--- config.mk ---
export PLATFORM = sky130hd
export DESIGN_NAME = sensor_axis_rotation
export DESIGN_NICKNAME = d
export VERILOG_FILES = /design/src/sar_pkg.sv /design/src/sar_perm.sv /design/src/sar_round.sv /design/src/sensor_axis_rotation.sv
export SDC_FILE = /design/constraint.sdc
export NUM_CORES = 2
export LEC_CHECK = 0
export ABC_AREA = 1
export BUFFER_PORTS_ARGS = -buffer_cell sky130_fd_sc_hd__clkbuf_2
export CORE_MARGIN = 2
export CORE_UTILIZATION = 40
export DETAILED_ROUTE_END_ITERATION = 7
export MAX_ROUTING_LAYER = met4
export PLACE_DENSITY_LB_ADDON = 0.1
export SYNTH_ARGS = -nofsm -noshare
export SYNTH_HDL_FRONTEND = slang
export SYNTH_SLANG_ARGS = --single-unit
--- constraint.sdc ---
create_clock -name clk -period 10.77 [get_ports clk]
set_clock_uncertainty 0.05 [all_clocks]
set_input_delay 0.5385 -clock clk [delete_from_list [all_inputs] [get_ports clk]]
set_output_delay 0.5385 -clock clk [all_outputs]
set_load 0.05 [all_outputs]
--- src/sar_pkg.sv ---
// Shared types, constants and the rotation routing table for the sensor axis rotation block.
// Used by sar_perm, sar_round and sensor_axis_rotation; depends on nothing else.
`timescale 1ns / 1ps
`default_nettype none

package sar_pkg;

  localparam int SAMPLE_W  = 24;
  localparam int MODE_W    = 5;
  localparam int COEF_W    = 16;
  localparam int FRAC_BITS = 15;
  localparam int SUM_W     = SAMPLE_W + 2;
  localparam int PROD_W    = SUM_W + COEF_W;
  localparam int ROUND_W   = PROD_W + 1;
  localparam int Q_W       = ROUND_W - FRAC_BITS;
  localparam int TDATA_W   = ((3 * SAMPLE_W + 7) / 8) * 8;

  localparam logic signed [COEF_W-1:0]  COEF_Q15 = COEF_W'(23167);
  localparam logic signed [ROUND_W-1:0] HALF_Q15 = ROUND_W'(16384);

  localparam logic signed [SAMPLE_W-1:0] SAMPLE_MAX = {1'b0, {(SAMPLE_W-1){1'b1}}};
  localparam logic signed [SAMPLE_W-1:0] SAMPLE_MIN = {1'b1, {(SAMPLE_W-1){1'b0}}};

  typedef logic signed [SAMPLE_W-1:0] sample_t;
  typedef logic signed [SUM_W-1:0]    sum_t;
  typedef logic signed [PROD_W-1:0]   prod_t;

  typedef struct packed {
    sample_t x;
    sample_t y;
    sample_t z;
  } vec_t;

  typedef enum logic [MODE_W-1:0] {
    ROT_NONE                  = 5'd0,
    ROT_YAW90                 = 5'd1,
    ROT_YAW135                = 5'd2,
    ROT_YAW180                = 5'd3,
    ROT_YAW270                = 5'd4,
    ROT_ROLL180               = 5'd5,
    ROT_ROLL180_YAW90         = 5'd6,
    ROT_PITCH180              = 5'd7,
    ROT_ROLL180_YAW270        = 5'd8,
    ROT_ROLL90                = 5'd9,
    ROT_ROLL90_YAW90          = 5'd10,
    ROT_ROLL270               = 5'd11,
    ROT_ROLL270_YAW90         = 5'd12,
    ROT_PITCH90               = 5'd13,
    ROT_PITCH270              = 5'd14,
    ROT_PITCH180_YAW90        = 5'd15,
    ROT_PITCH180_YAW270       = 5'd16,
    ROT_ROLL90_PITCH90        = 5'd17,
    ROT_ROLL180_PITCH90       = 5'd18,
    ROT_ROLL270_PITCH90       = 5'd19,
    ROT_ROLL90_PITCH180       = 5'd20,
    ROT_ROLL270_PITCH180      = 5'd21,
    ROT_ROLL90_PITCH270       = 5'd22,
    ROT_ROLL180_PITCH270      = 5'd23,
    ROT_ROLL270_PITCH270      = 5'd24,
    ROT_ROLL90_PITCH180_YAW90 = 5'd25,
    ROT_ROLL90_YAW270         = 5'd26
  } rot_mode_t;

  typedef enum logic [1:0] {
    SRC_X,
    SRC_Y,
    SRC_Z
  } src_t;

  // Saturating negations applied to one axis: twice turns the minimum into minus the maximum.
  typedef enum logic [1:0] {
    NEG_NONE,
    NEG_ONCE,
    NEG_TWICE
  } negc_t;

  typedef struct packed {
    src_t  src_x;
    negc_t neg_x;
    src_t  src_y;
    negc_t neg_y;
    src_t  src_z;
    negc_t neg_z;
    logic  yaw135;
  } route_t;

  function automatic route_t mk_route(src_t sx, negc_t nx, src_t sy, negc_t ny,
                                      src_t sz, negc_t nz);
    route_t r;
    r.src_x  = sx;
    r.neg_x  = nx;
    r.src_y  = sy;
    r.neg_y  = ny;
    r.src_z  = sz;
    r.neg_z  = nz;
    r.yaw135 = 1'b0;
    return r;
  endfunction

  function automatic route_t decode_route(logic [MODE_W-1:0] mode);
    route_t r;
    r = mk_route(SRC_X, NEG_NONE, SRC_Y, NEG_NONE, SRC_Z, NEG_NONE);
    case (mode)
      ROT_YAW90:                 r = mk_route(SRC_Y, NEG_ONCE,  SRC_X, NEG_NONE,  SRC_Z, NEG_NONE);
      ROT_YAW135:                r.yaw135 = 1'b1;
      ROT_YAW180:                r = mk_route(SRC_X, NEG_ONCE,  SRC_Y, NEG_ONCE,  SRC_Z, NEG_NONE);
      ROT_YAW270:                r = mk_route(SRC_Y, NEG_NONE,  SRC_X, NEG_ONCE,  SRC_Z, NEG_NONE);
      ROT_ROLL180:               r = mk_route(SRC_X, NEG_NONE,  SRC_Y, NEG_ONCE,  SRC_Z, NEG_ONCE);
      ROT_ROLL180_YAW90:         r = mk_route(SRC_Y, NEG_NONE,  SRC_X, NEG_NONE,  SRC_Z, NEG_ONCE);
      ROT_PITCH180:              r = mk_route(SRC_X, NEG_ONCE,  SRC_Y, NEG_NONE,  SRC_Z, NEG_ONCE);
      ROT_ROLL180_YAW270:        r = mk_route(SRC_Y, NEG_ONCE,  SRC_X, NEG_ONCE,  SRC_Z, NEG_ONCE);
      ROT_ROLL90:                r = mk_route(SRC_X, NEG_NONE,  SRC_Z, NEG_ONCE,  SRC_Y, NEG_NONE);
      ROT_ROLL90_YAW90:          r = mk_route(SRC_Z, NEG_TWICE, SRC_X, NEG_NONE,  SRC_Y, NEG_NONE);
      ROT_ROLL270:               r = mk_route(SRC_X, NEG_NONE,  SRC_Z, NEG_NONE,  SRC_Y, NEG_ONCE);
      ROT_ROLL270_YAW90:         r = mk_route(SRC_Z, NEG_ONCE,  SRC_X, NEG_NONE,  SRC_Y, NEG_ONCE);
      ROT_PITCH90:               r = mk_route(SRC_Z, NEG_NONE,  SRC_Y, NEG_NONE,  SRC_X, NEG_ONCE);
      ROT_PITCH270:              r = mk_route(SRC_Z, NEG_ONCE,  SRC_Y, NEG_NONE,  SRC_X, NEG_NONE);
      ROT_PITCH180_YAW90:        r = mk_route(SRC_Y, NEG_ONCE,  SRC_X, NEG_ONCE,  SRC_Z, NEG_ONCE);
      ROT_PITCH180_YAW270:       r = mk_route(SRC_Y, NEG_NONE,  SRC_X, NEG_TWICE, SRC_Z, NEG_ONCE);
      ROT_ROLL90_PITCH90:        r = mk_route(SRC_Y, NEG_NONE,  SRC_Z, NEG_ONCE,  SRC_X, NEG_ONCE);
      ROT_ROLL180_PITCH90:       r = mk_route(SRC_Z, NEG_ONCE,  SRC_Y, NEG_ONCE,  SRC_X, NEG_ONCE);
      ROT_ROLL270_PITCH90:       r = mk_route(SRC_Y, NEG_ONCE,  SRC_Z, NEG_NONE,  SRC_X, NEG_ONCE);
      ROT_ROLL90_PITCH180:       r = mk_route(SRC_X, NEG_ONCE,  SRC_Z, NEG_ONCE,  SRC_Y, NEG_ONCE);
      ROT_ROLL270_PITCH180:      r = mk_route(SRC_X, NEG_ONCE,  SRC_Z, NEG_NONE,  SRC_Y, NEG_TWICE);
      ROT_ROLL90_PITCH270:       r = mk_route(SRC_Y, NEG_ONCE,  SRC_Z, NEG_ONCE,  SRC_X, NEG_NONE);
      ROT_ROLL180_PITCH270:      r = mk_route(SRC_Z, NEG_TWICE, SRC_Y, NEG_ONCE,  SRC_X, NEG_NONE);
      ROT_ROLL270_PITCH270:      r = mk_route(SRC_Y, NEG_TWICE, SRC_Z, NEG_NONE,  SRC_X, NEG_NONE);
      ROT_ROLL90_PITCH180_YAW90: r = mk_route(SRC_Z, NEG_TWICE, SRC_X, NEG_ONCE,  SRC_Y, NEG_ONCE);
      ROT_ROLL90_YAW270:         r = mk_route(SRC_Z, NEG_ONCE,  SRC_X, NEG_ONCE,  SRC_Y, NEG_NONE);
      default:                   r.yaw135 = 1'b0;
    endcase
    return r;
  endfunction

endpackage

`default_nettype wire

--- src/sar_perm.sv ---
// Axis swap and saturating negation of one vector along a decoded route.
// Depends on sar_pkg.
`timescale 1ns / 1ps
`default_nettype none

module sar_perm (
  input  sar_pkg::vec_t   vec_in,
  input  sar_pkg::route_t route,
  output sar_pkg::vec_t   vec_out
);

  function automatic sar_pkg::sample_t pick(sar_pkg::vec_t v, sar_pkg::src_t s);
    sar_pkg::sample_t r;
    case (s)
      sar_pkg::SRC_X: r = v.x;
      sar_pkg::SRC_Y: r = v.y;
      sar_pkg::SRC_Z: r = v.z;
      default:        r = v.x;
    endcase
    return r;
  endfunction

  function automatic sar_pkg::sample_t apply_neg(sar_pkg::sample_t v, sar_pkg::negc_t n);
    sar_pkg::sample_t r;
    logic             is_min;
    is_min = (v == sar_pkg::SAMPLE_MIN);
    case (n)
      sar_pkg::NEG_ONCE:  r = is_min ? sar_pkg::SAMPLE_MAX : -v;
      sar_pkg::NEG_TWICE: r = is_min ? -sar_pkg::SAMPLE_MAX : v;
      default:            r = v;
    endcase
    return r;
  endfunction

  always_comb begin
    vec_out.x = apply_neg(pick(vec_in, route.src_x), route.neg_x);
    vec_out.y = apply_neg(pick(vec_in, route.src_y), route.neg_y);
    vec_out.z = apply_neg(pick(vec_in, route.src_z), route.neg_z);
  end

endmodule

`default_nettype wire

--- src/sar_round.sv ---
// Round-to-nearest and saturation of one Q15-scaled product back to sample range.
// Depends on sar_pkg.
`timescale 1ns / 1ps
`default_nettype none

module sar_round (
  input  sar_pkg::prod_t   prod,
  output sar_pkg::sample_t result
);

  logic signed [sar_pkg::ROUND_W-1:0] biased;
  logic signed [sar_pkg::Q_W-1:0]     quot;
  logic                               fits;

  always_comb begin
    biased = {prod[sar_pkg::PROD_W-1], prod} + sar_pkg::HALF_Q15;
    quot   = biased[sar_pkg::ROUND_W-1:sar_pkg::FRAC_BITS];
    fits   = (&quot[sar_pkg::Q_W-1:sar_pkg::SAMPLE_W-1]) |
             ~(|quot[sar_pkg::Q_W-1:sar_pkg::SAMPLE_W-1]);
    if (fits) begin
      result = quot[sar_pkg::SAMPLE_W-1:0];
    end else if (quot[sar_pkg::Q_W-1]) begin
      result = sar_pkg::SAMPLE_MIN;
    end else begin
      result = sar_pkg::SAMPLE_MAX;
    end
  end

endmodule

`default_nettype wire

--- src/sensor_axis_rotation.sv ---
// Top level: three-stage stream pipeline rotating sensor vectors into board orientation.
// Depends on sar_pkg, sar_perm and sar_round.
//
//   channel  | direction | handshake             | payload
//   in_      | slave     | in_tvalid/in_tready   | in_tdata: x, y, z (24 bits each)
//   out_     | master    | out_tvalid/out_tready | out_tdata: x, y, z (24 bits each)
//   cfg_     | write     | cfg_wr_en             | cfg_wr_data: rotation_mode
//
// Three register stages: an accepted input passes through stages 1, 2 and 3 before out_tvalid
// rises; one item per cycle sustained while out_tready stays high.
// Stage 1 registers the sample, the decoded route and the yaw-135 sums; stage 2 holds the
// permuted vector and the two 26x16 products; stage 3 rounds, saturates and drives out_.
// Each stage loads when it is empty or the next stage moves, so bubbles close up under stall.
// Reset clears the stage valid bits and sets rotation_mode to none.
`timescale 1ns / 1ps
`default_nettype none

module sensor_axis_rotation (
  input  wire logic                         clk,
  input  wire logic                         rst_n,
  input  wire logic                         in_tvalid,
  output logic                              in_tready,
  input  wire logic [sar_pkg::TDATA_W-1:0]  in_tdata,   // in_x, in_y, in_z
  output logic                              out_tvalid,
  input  wire logic                         out_tready,
  output logic      [sar_pkg::TDATA_W-1:0]  out_tdata,  // out_x, out_y, out_z
  input  wire logic                         cfg_wr_en,
  input  wire logic [sar_pkg::MODE_W-1:0]   cfg_wr_data
);

  logic [sar_pkg::MODE_W-1:0] mode_r, mode_nxt;

  logic v1_r, v1_nxt, v2_r, v2_nxt, v3_r, v3_nxt;
  logic en1, en2, en3;

  sar_pkg::vec_t   in_vec;
  sar_pkg::sum_t   sum_a, sum_b;

  sar_pkg::vec_t   vec1_r;
  sar_pkg::route_t route1_r;
  sar_pkg::sum_t   sa1_r, sb1_r;

  sar_pkg::vec_t   perm_vec;
  sar_pkg::vec_t   vec2_r;
  sar_pkg::prod_t  pa2_r, pb2_r;
  logic            yaw2_r;

  sar_pkg::sample_t rx, ry;
  sar_pkg::vec_t    vec3_r, vec3_nxt;

  assign in_vec.x = in_tdata[sar_pkg::SAMPLE_W-1:0];
  assign in_vec.y = in_tdata[2*sar_pkg::SAMPLE_W-1:sar_pkg::SAMPLE_W];
  assign in_vec.z = in_tdata[3*sar_pkg::SAMPLE_W-1:2*sar_pkg::SAMPLE_W];

  always_comb begin
    sum_a = -sar_pkg::sum_t'(in_vec.x) - sar_pkg::sum_t'(in_vec.y);
    sum_b =  sar_pkg::sum_t'(in_vec.x) - sar_pkg::sum_t'(in_vec.y);
  end

  always_comb begin
    mode_nxt = cfg_wr_en ? cfg_wr_data : mode_r;
    en3      = !v3_r || out_tready;
    en2      = !v2_r || en3;
    en1      = !v1_r || en2;
    v1_nxt   = en1 ? in_tvalid : v1_r;
    v2_nxt   = en2 ? v1_r : v2_r;
    v3_nxt   = en3 ? v2_r : v3_r;
  end

  always_ff @(posedge clk) begin
    if (!rst_n) begin
      mode_r <= sar_pkg::ROT_NONE;
      v1_r   <= 1'b0;
      v2_r   <= 1'b0;
      v3_r   <= 1'b0;
    end else begin
      mode_r <= mode_nxt;
      v1_r   <= v1_nxt;
      v2_r   <= v2_nxt;
      v3_r   <= v3_nxt;
    end
  end

  // Stage 1: capture sample, route and yaw-135 sums.
  always_ff @(posedge clk) begin
    if (en1) begin
      vec1_r   <= in_vec;
      route1_r <= sar_pkg::decode_route(mode_r);
      sa1_r    <= sum_a;
      sb1_r    <= sum_b;
    end
  end

  sar_perm u_perm (
    .vec_in  (vec1_r),
    .route   (route1_r),
    .vec_out (perm_vec)
  );

  // Stage 2: permuted vector and coefficient products.
  always_ff @(posedge clk) begin
    if (en2) begin
      vec2_r <= perm_vec;
      pa2_r  <= sa1_r * sar_pkg::COEF_Q15;
      pb2_r  <= sb1_r * sar_pkg::COEF_Q15;
      yaw2_r <= route1_r.yaw135;
    end
  end

  sar_round u_round_x (
    .prod   (pa2_r),
    .result (rx)
  );

  sar_round u_round_y (
    .prod   (pb2_r),
    .result (ry)
  );

  always_comb begin
    vec3_nxt = vec2_r;
    if (yaw2_r) begin
      vec3_nxt.x = rx;
      vec3_nxt.y = ry;
    end
  end

  // Stage 3: output register.
  always_ff @(posedge clk) begin
    if (en3) begin
      vec3_r <= vec3_nxt;
    end
  end

  assign in_tready  = en1;
  assign out_tvalid = v3_r;
  assign out_tdata  = {{(sar_pkg::TDATA_W - 3*sar_pkg::SAMPLE_W){1'b0}},
                       vec3_r.z, vec3_r.y, vec3_r.x};

endmodule

`default_nettype wire

-- Word-level counts from Yosys, hierarchy flattened
Index checks and enable logic that the tools add are counted.
- flip-flop bits (word level): 373
- bits of input ports: 82
- output and inout bits: 74
- word-level logic and storage cells: 110
- add/sub/neg operators: 8
- multiply operators: 2
- equal/unequal tests: 41
- mux-type cells: 19
- bitwise gates (word level): 4
- reduce and logical (&&, ||, !) cells: 11
- operators with widths (kind ; count):
    one-hot mux 12 bit (24 select lines) ; 1
    one-hot mux 24 bit (2 select lines) ; 6
    two-way mux 24 bit ; 10
    adder 42 x 16 -> 43 bit (second input constant) ; 2
    equality test 24 bit (second input constant) ; 3
    negation 24 bit ; 3
    equality test 5 bit (second input constant) ; 11
    two-way mux 48 bit ; 1
    multiplier 26 x 16 -> 42 bit (second input constant) ; 1
    multiplier 25 x 16 -> 41 bit (second input constant) ; 1
    equality test 5 x 4 -> 1 bit (second input constant) ; 8
    negation 24 -> 26 bit ; 1
    subtractor 26 x 24 -> 26 bit ; 1
    subtractor 24 x 24 -> 25 bit ; 1
    equality test 5 x 3 -> 1 bit (second input constant) ; 4
    equality test 2 x 1 -> 1 bit (second input constant) ; 6
    equality test 2 bit (second input constant) ; 6
    equality test 5 x 2 -> 1 bit (second input constant) ; 2
    AND reduction 5 bit ; 2
    OR reduction 5 bit ; 2
    equality test 5 x 1 -> 1 bit (second input constant) ; 1
    zero test 1 bit ; 3
    logical OR 1 bit ; 3
    NOT 1 bit ; 2
    3 further kinds ; 4

-- Depth between registers and ports, before layout
- depth after elaboration: 6
- gate-level depth with buffers: 27
- gate-level depth less buffers: 27

-- By module
From an unflattened synthesis, not the netlist that was laid out.
- cells, all modules: 5135
- area total of the unflattened synthesis: 42538.3 um2
- by module, submodules not included (module ; instances ; cells each ; area each (um2) ; sequential area each (um2)):
    sensor_axis_rotation ; 1 ; 3636 ; 35225.0 ; 11030.6
    sar_perm ; 1 ; 1153 ; 5378.9 ; 0.0
    sar_round ; 2 ; 173 ; 967.2 ; 0.0

-- Worst setup path before layout
Ideal clock, no wire load.
- kind: flip-flop to flip-flop
- start: register sb1_r[24] (netlist name)
- end: register pb2_r[39], data pin
- library setup time: 0.267 ns
- arrival: 6.578 ns
- data required time: 10.453 ns
- path slack: 3.875 ns
- cell stages (with the launch flop): 21
- buffers on the path: 2
- period minus slack after synthesis: 6.895 ns
- cell sequence: edfxtp_1 clkbuf_1 clkbuf_1 inv_1 fa_1 inv_1 fa_1 fa_1 fa_1 fa_1 inv_1 fa_1 inv_1 ha_1 nand2_1 inv_1 a21oi_1 o21ai_0 a21oi_1 nand3_1 xor2_1
- word-level cells in the longest chain between the ends: 1
- RTL lines (element ; line ; text):
    multiplier 25 x 16 -> 41 bit ; sensor_axis_rotation.sv:105 ; pb2_r <= sb1_r * sar_pkg::COEF_Q15;
    end signal, assigned ; sensor_axis_rotation.sv:105 ;
    end, declared ; sensor_axis_rotation.sv:45 ; sar_pkg::prod_t pa2_r, pb2_r;
Every way passes these cells.
A chain may end at the register's enable or synchronous reset.

-- Worst setup path in the final report
- start: register sb1_r[24] (netlist name)
- end: register pb2_r[39], data pin
- word-level cells in the longest chain between the ends: 1
- RTL lines (element ; line):
    multiplier 25 x 16 -> 41 bit ; sensor_axis_rotation.sv:105
Every way passes these cells.

==> impl_metrics.yaml <==
outcome:
  status: "finished clean"
finish:
  instances_no_fill: 6249
  fill_cells: 10100
  nets: 5807
  multi_input_area_um2: 25700
  drive_gt1_frac: 0.0807
  regArea_um2: 10200
  area.growth.synth_to_final_pct: 9.20
place:
  hpwl_mm: 99.9
  gp_congestion: 0.947
  place_inst: 6147
  dp_slack_ns: 4.46
  port_buffers: 155
worst_setup_path:
  critPathCaptureType: "register"
  worst_setup_path_start_kind: "register"
  crit_path_max_fanout: 54
  arrival_ns: 6.58
  crit_type: "register to register"
  crit_required_ns: 11.05
detailed_routing:
  drt-initial-drc-count: 2414
  wl_mm: 120
  firstDrtPassIters: 6
  drc: 0
  wl_per_cell_um: 19.2
  antenna_left: 0
  vias_per_cell: 5.02
  num_vias: 31400
sta:
  period_share: 0.586
  fin_tns_setup_ns: 0
  tightest_slew_ns: 1.12
  drv_slew: 0
  rsz0062_at_grt: "false"
  setup_ws_ns: 4.46
  min_period_ns: 6.31
  max_freq_mhz: 159
  maxSlewHeadroom: 0.253
  finalHoldViolations: 0
  setup_viol: 0
yosys:
  async_flop_share: 0
  synth_top_family_by_area: "adder cells"
  yosys.area.top_type: "edfxtp_1"
  synth_area_leaders: "edfxtp_1 25%, fa_1 20%, ha_1 13%"
  synth_edf_count: 335
  synth_xor_area_frac: 0.0423
  synthAdderAreaFrac: 0.333
  synthSimpleGateAreaFrac: 0.186
  synth_seq_area_share: 0.254
  syn_nets: 5667
  synth_common_cells: "985 x inv_1, 878 x nand2_1, 449 x nor2_1, 429 x ha_1, 400 x fa_1"
  synth_cell_types: 58
  synth_top_area_frac: 0.250
  syn_area_per_cell_um2: 8.45
  synth_flop_cell: "edfxtp_1"
  synth_compound_area_frac: 0.0792
  ys_ff_latch: 343
  syn-instance-count: 4756
  synthesis.area_um2: 40200
  yosysWarnings: 0
  synth_mux_area_frac: 0
  synth.most_common_cell: "inv_1"
clock_tree:
  cts.sinks: 343
  clk_pin_slew_ns: 0.06
  ctsHoldBuffers: 0
  clkLatencyLatePin_ns: 0.60
  cts_tree: "done"
  htreeDepth: 2
  cts_buffers: 45
  cts_resized: 0
  clockBufferDepth: 3
  root_buffer: "clkbuf_16"
  cts_setup_buffers: 0
die:
  ios: 156
  core-area_um2: 99900
  start_util: 0.402
  die_w_um: 321
  rows: 116
  die-area_um2: 103000
  die_y_um: 321
global_routing:
  grt_pass1_wl_mm: 188
  grt_overflow: 0
  antenna_found_initial: 24
  grt.total_usage: 0.244
  grt_pass1_vias: 31500
  grt_max_degree: 68
flow_run:
  cap_violations: 0
hold_path:
  min_path_type: "primary input to register"
## critical path, stage by stage (launching register included)
cell and delay (ns):
edfxtp_1 0.32, buf_4 0.55, inv_1 0.36, fa_1 0.61, inv_1 0.07, fa_1 0.50
fa_1 0.53, fa_1 0.44, fa_1 0.55, inv_1 0.05, fa_1 0.52, inv_1 0.04
ha_1 0.35, nand2_1 0.14, inv_1 0.05, a21oi_1 0.31, o21ai_0 0.17, a21oi_1 0.16
nand3_1 0.10, xor2_1 0.14
## per-layer routing
layer / up-vias / global-route usage / wire [um] / part of all wire
met5: - / - / 0 / 0
met4: 0 / 0.0533 / 2670 / 0.022
met3: 115 / 0.0381 / 7110 / 0.059
met2: 756 / 0.380 / 54000 / 0.45
met1: 15200 / 0.337 / 56400 / 0.47
li1: 15300 / - / - / -
## logic make-up after synthesis
logic type / after synthesis
AND/OR/NAND/NOR: 1740
buffers and inverters: 1071
flip-flops: 343
XOR/XNOR: 194
adder cells (fa/ha/maj): 829
AO/OA/AOI/OAI: 579
## worst paths after layout
check                                  start             to  slack (ns)  depth (start not counted)
worst max register to register     sb1_r[24]      pb2_r[39]        4.46                         19
worst max-delay path               sb1_r[24]      pb2_r[39]        4.46                         19
worst min register to register    vec2_r[13]  out_tdata[61]        0.36                          0
worst min-delay path            in_tdata[58]     vec1_r[10]        0.07                          1
## stage by stage
| stage | util | cell area (um^2) | hold WS [ns] |
|---|---|---|---|
| 4_1_cts | 0.439 | 43800 | 0.0311 |
| 3_5_place_dp | 0.423 | 42200 | 0.355 |
| 6_report | 0.439 | 43900 | 0.0678 |
| 2_1_floorplan | - | 40200 | 0.350 |
| 5_1_grt | 0.439 | 43900 | 0.0342 |
| 3_3_place_gp | 0.423 | 42200 | 0.356 |
## layout make-up
cell class / count / area share
Multi-Input combinational cell: 3342 / 0.587
Sequential cell: 343 / 0.233
Inverter: 995 / 0.0856
Tap cell: 1298 / 0.0370
Clock buffer: 49 / 0.0260
Timing Repair Buffer: 169 / 0.0201
Clock inverter: 34 / 0.0106
Antenna cell: 19 / 0.00108
## cells in the final DEF (no fill, tap or decap), drive strengths merged, types with 4 or more instances in the layout
cell type	netlist	final
and2	4	4
clkinvlp	0	5
nand4	35	35
a211oi	4	4
clkinv	1	15
nand2	928	928
inv	994	1000
o21ai	220	220
nor3	37	37
xnor2	53	53
a21oi	278	278
a21boi	10	10
a21o	19	19
clkbuf	32	204
nor2	485	485
o211ai	6	6
a31oi	9	9
nor4	10	10
a22oi	5	5
buf	44	14
o2111ai	5	5
ha	429	429
edfxtp	335	335
bufinv	0	9
and3	5	5
fa	400	400
o21bai	17	17
xor2	141	141
or2	9	9
diode	0	19
dfxtp	8	8
nand3	224	224
## flip-flops by register name, summed over array words and instances (netlist names)
| name | count |
|---|---|
| out_tdata | 72 |
| vec1_r | 72 |
| vec2_r | 72 |
| pa2_r | 28 |
| pb2_r | 27 |
| sa1_r | 26 |
| sb1_r | 24 |
| route1_r | 13 |
| mode_r | 5 |
| out_tvalid | 1 |
| v1_r | 1 |
| v2_r | 1 |
| yaw2_r | 1 |
Power is not shown: default switching activity piles up to over one toggle a cycle in this logic, so the estimate is an artifact.
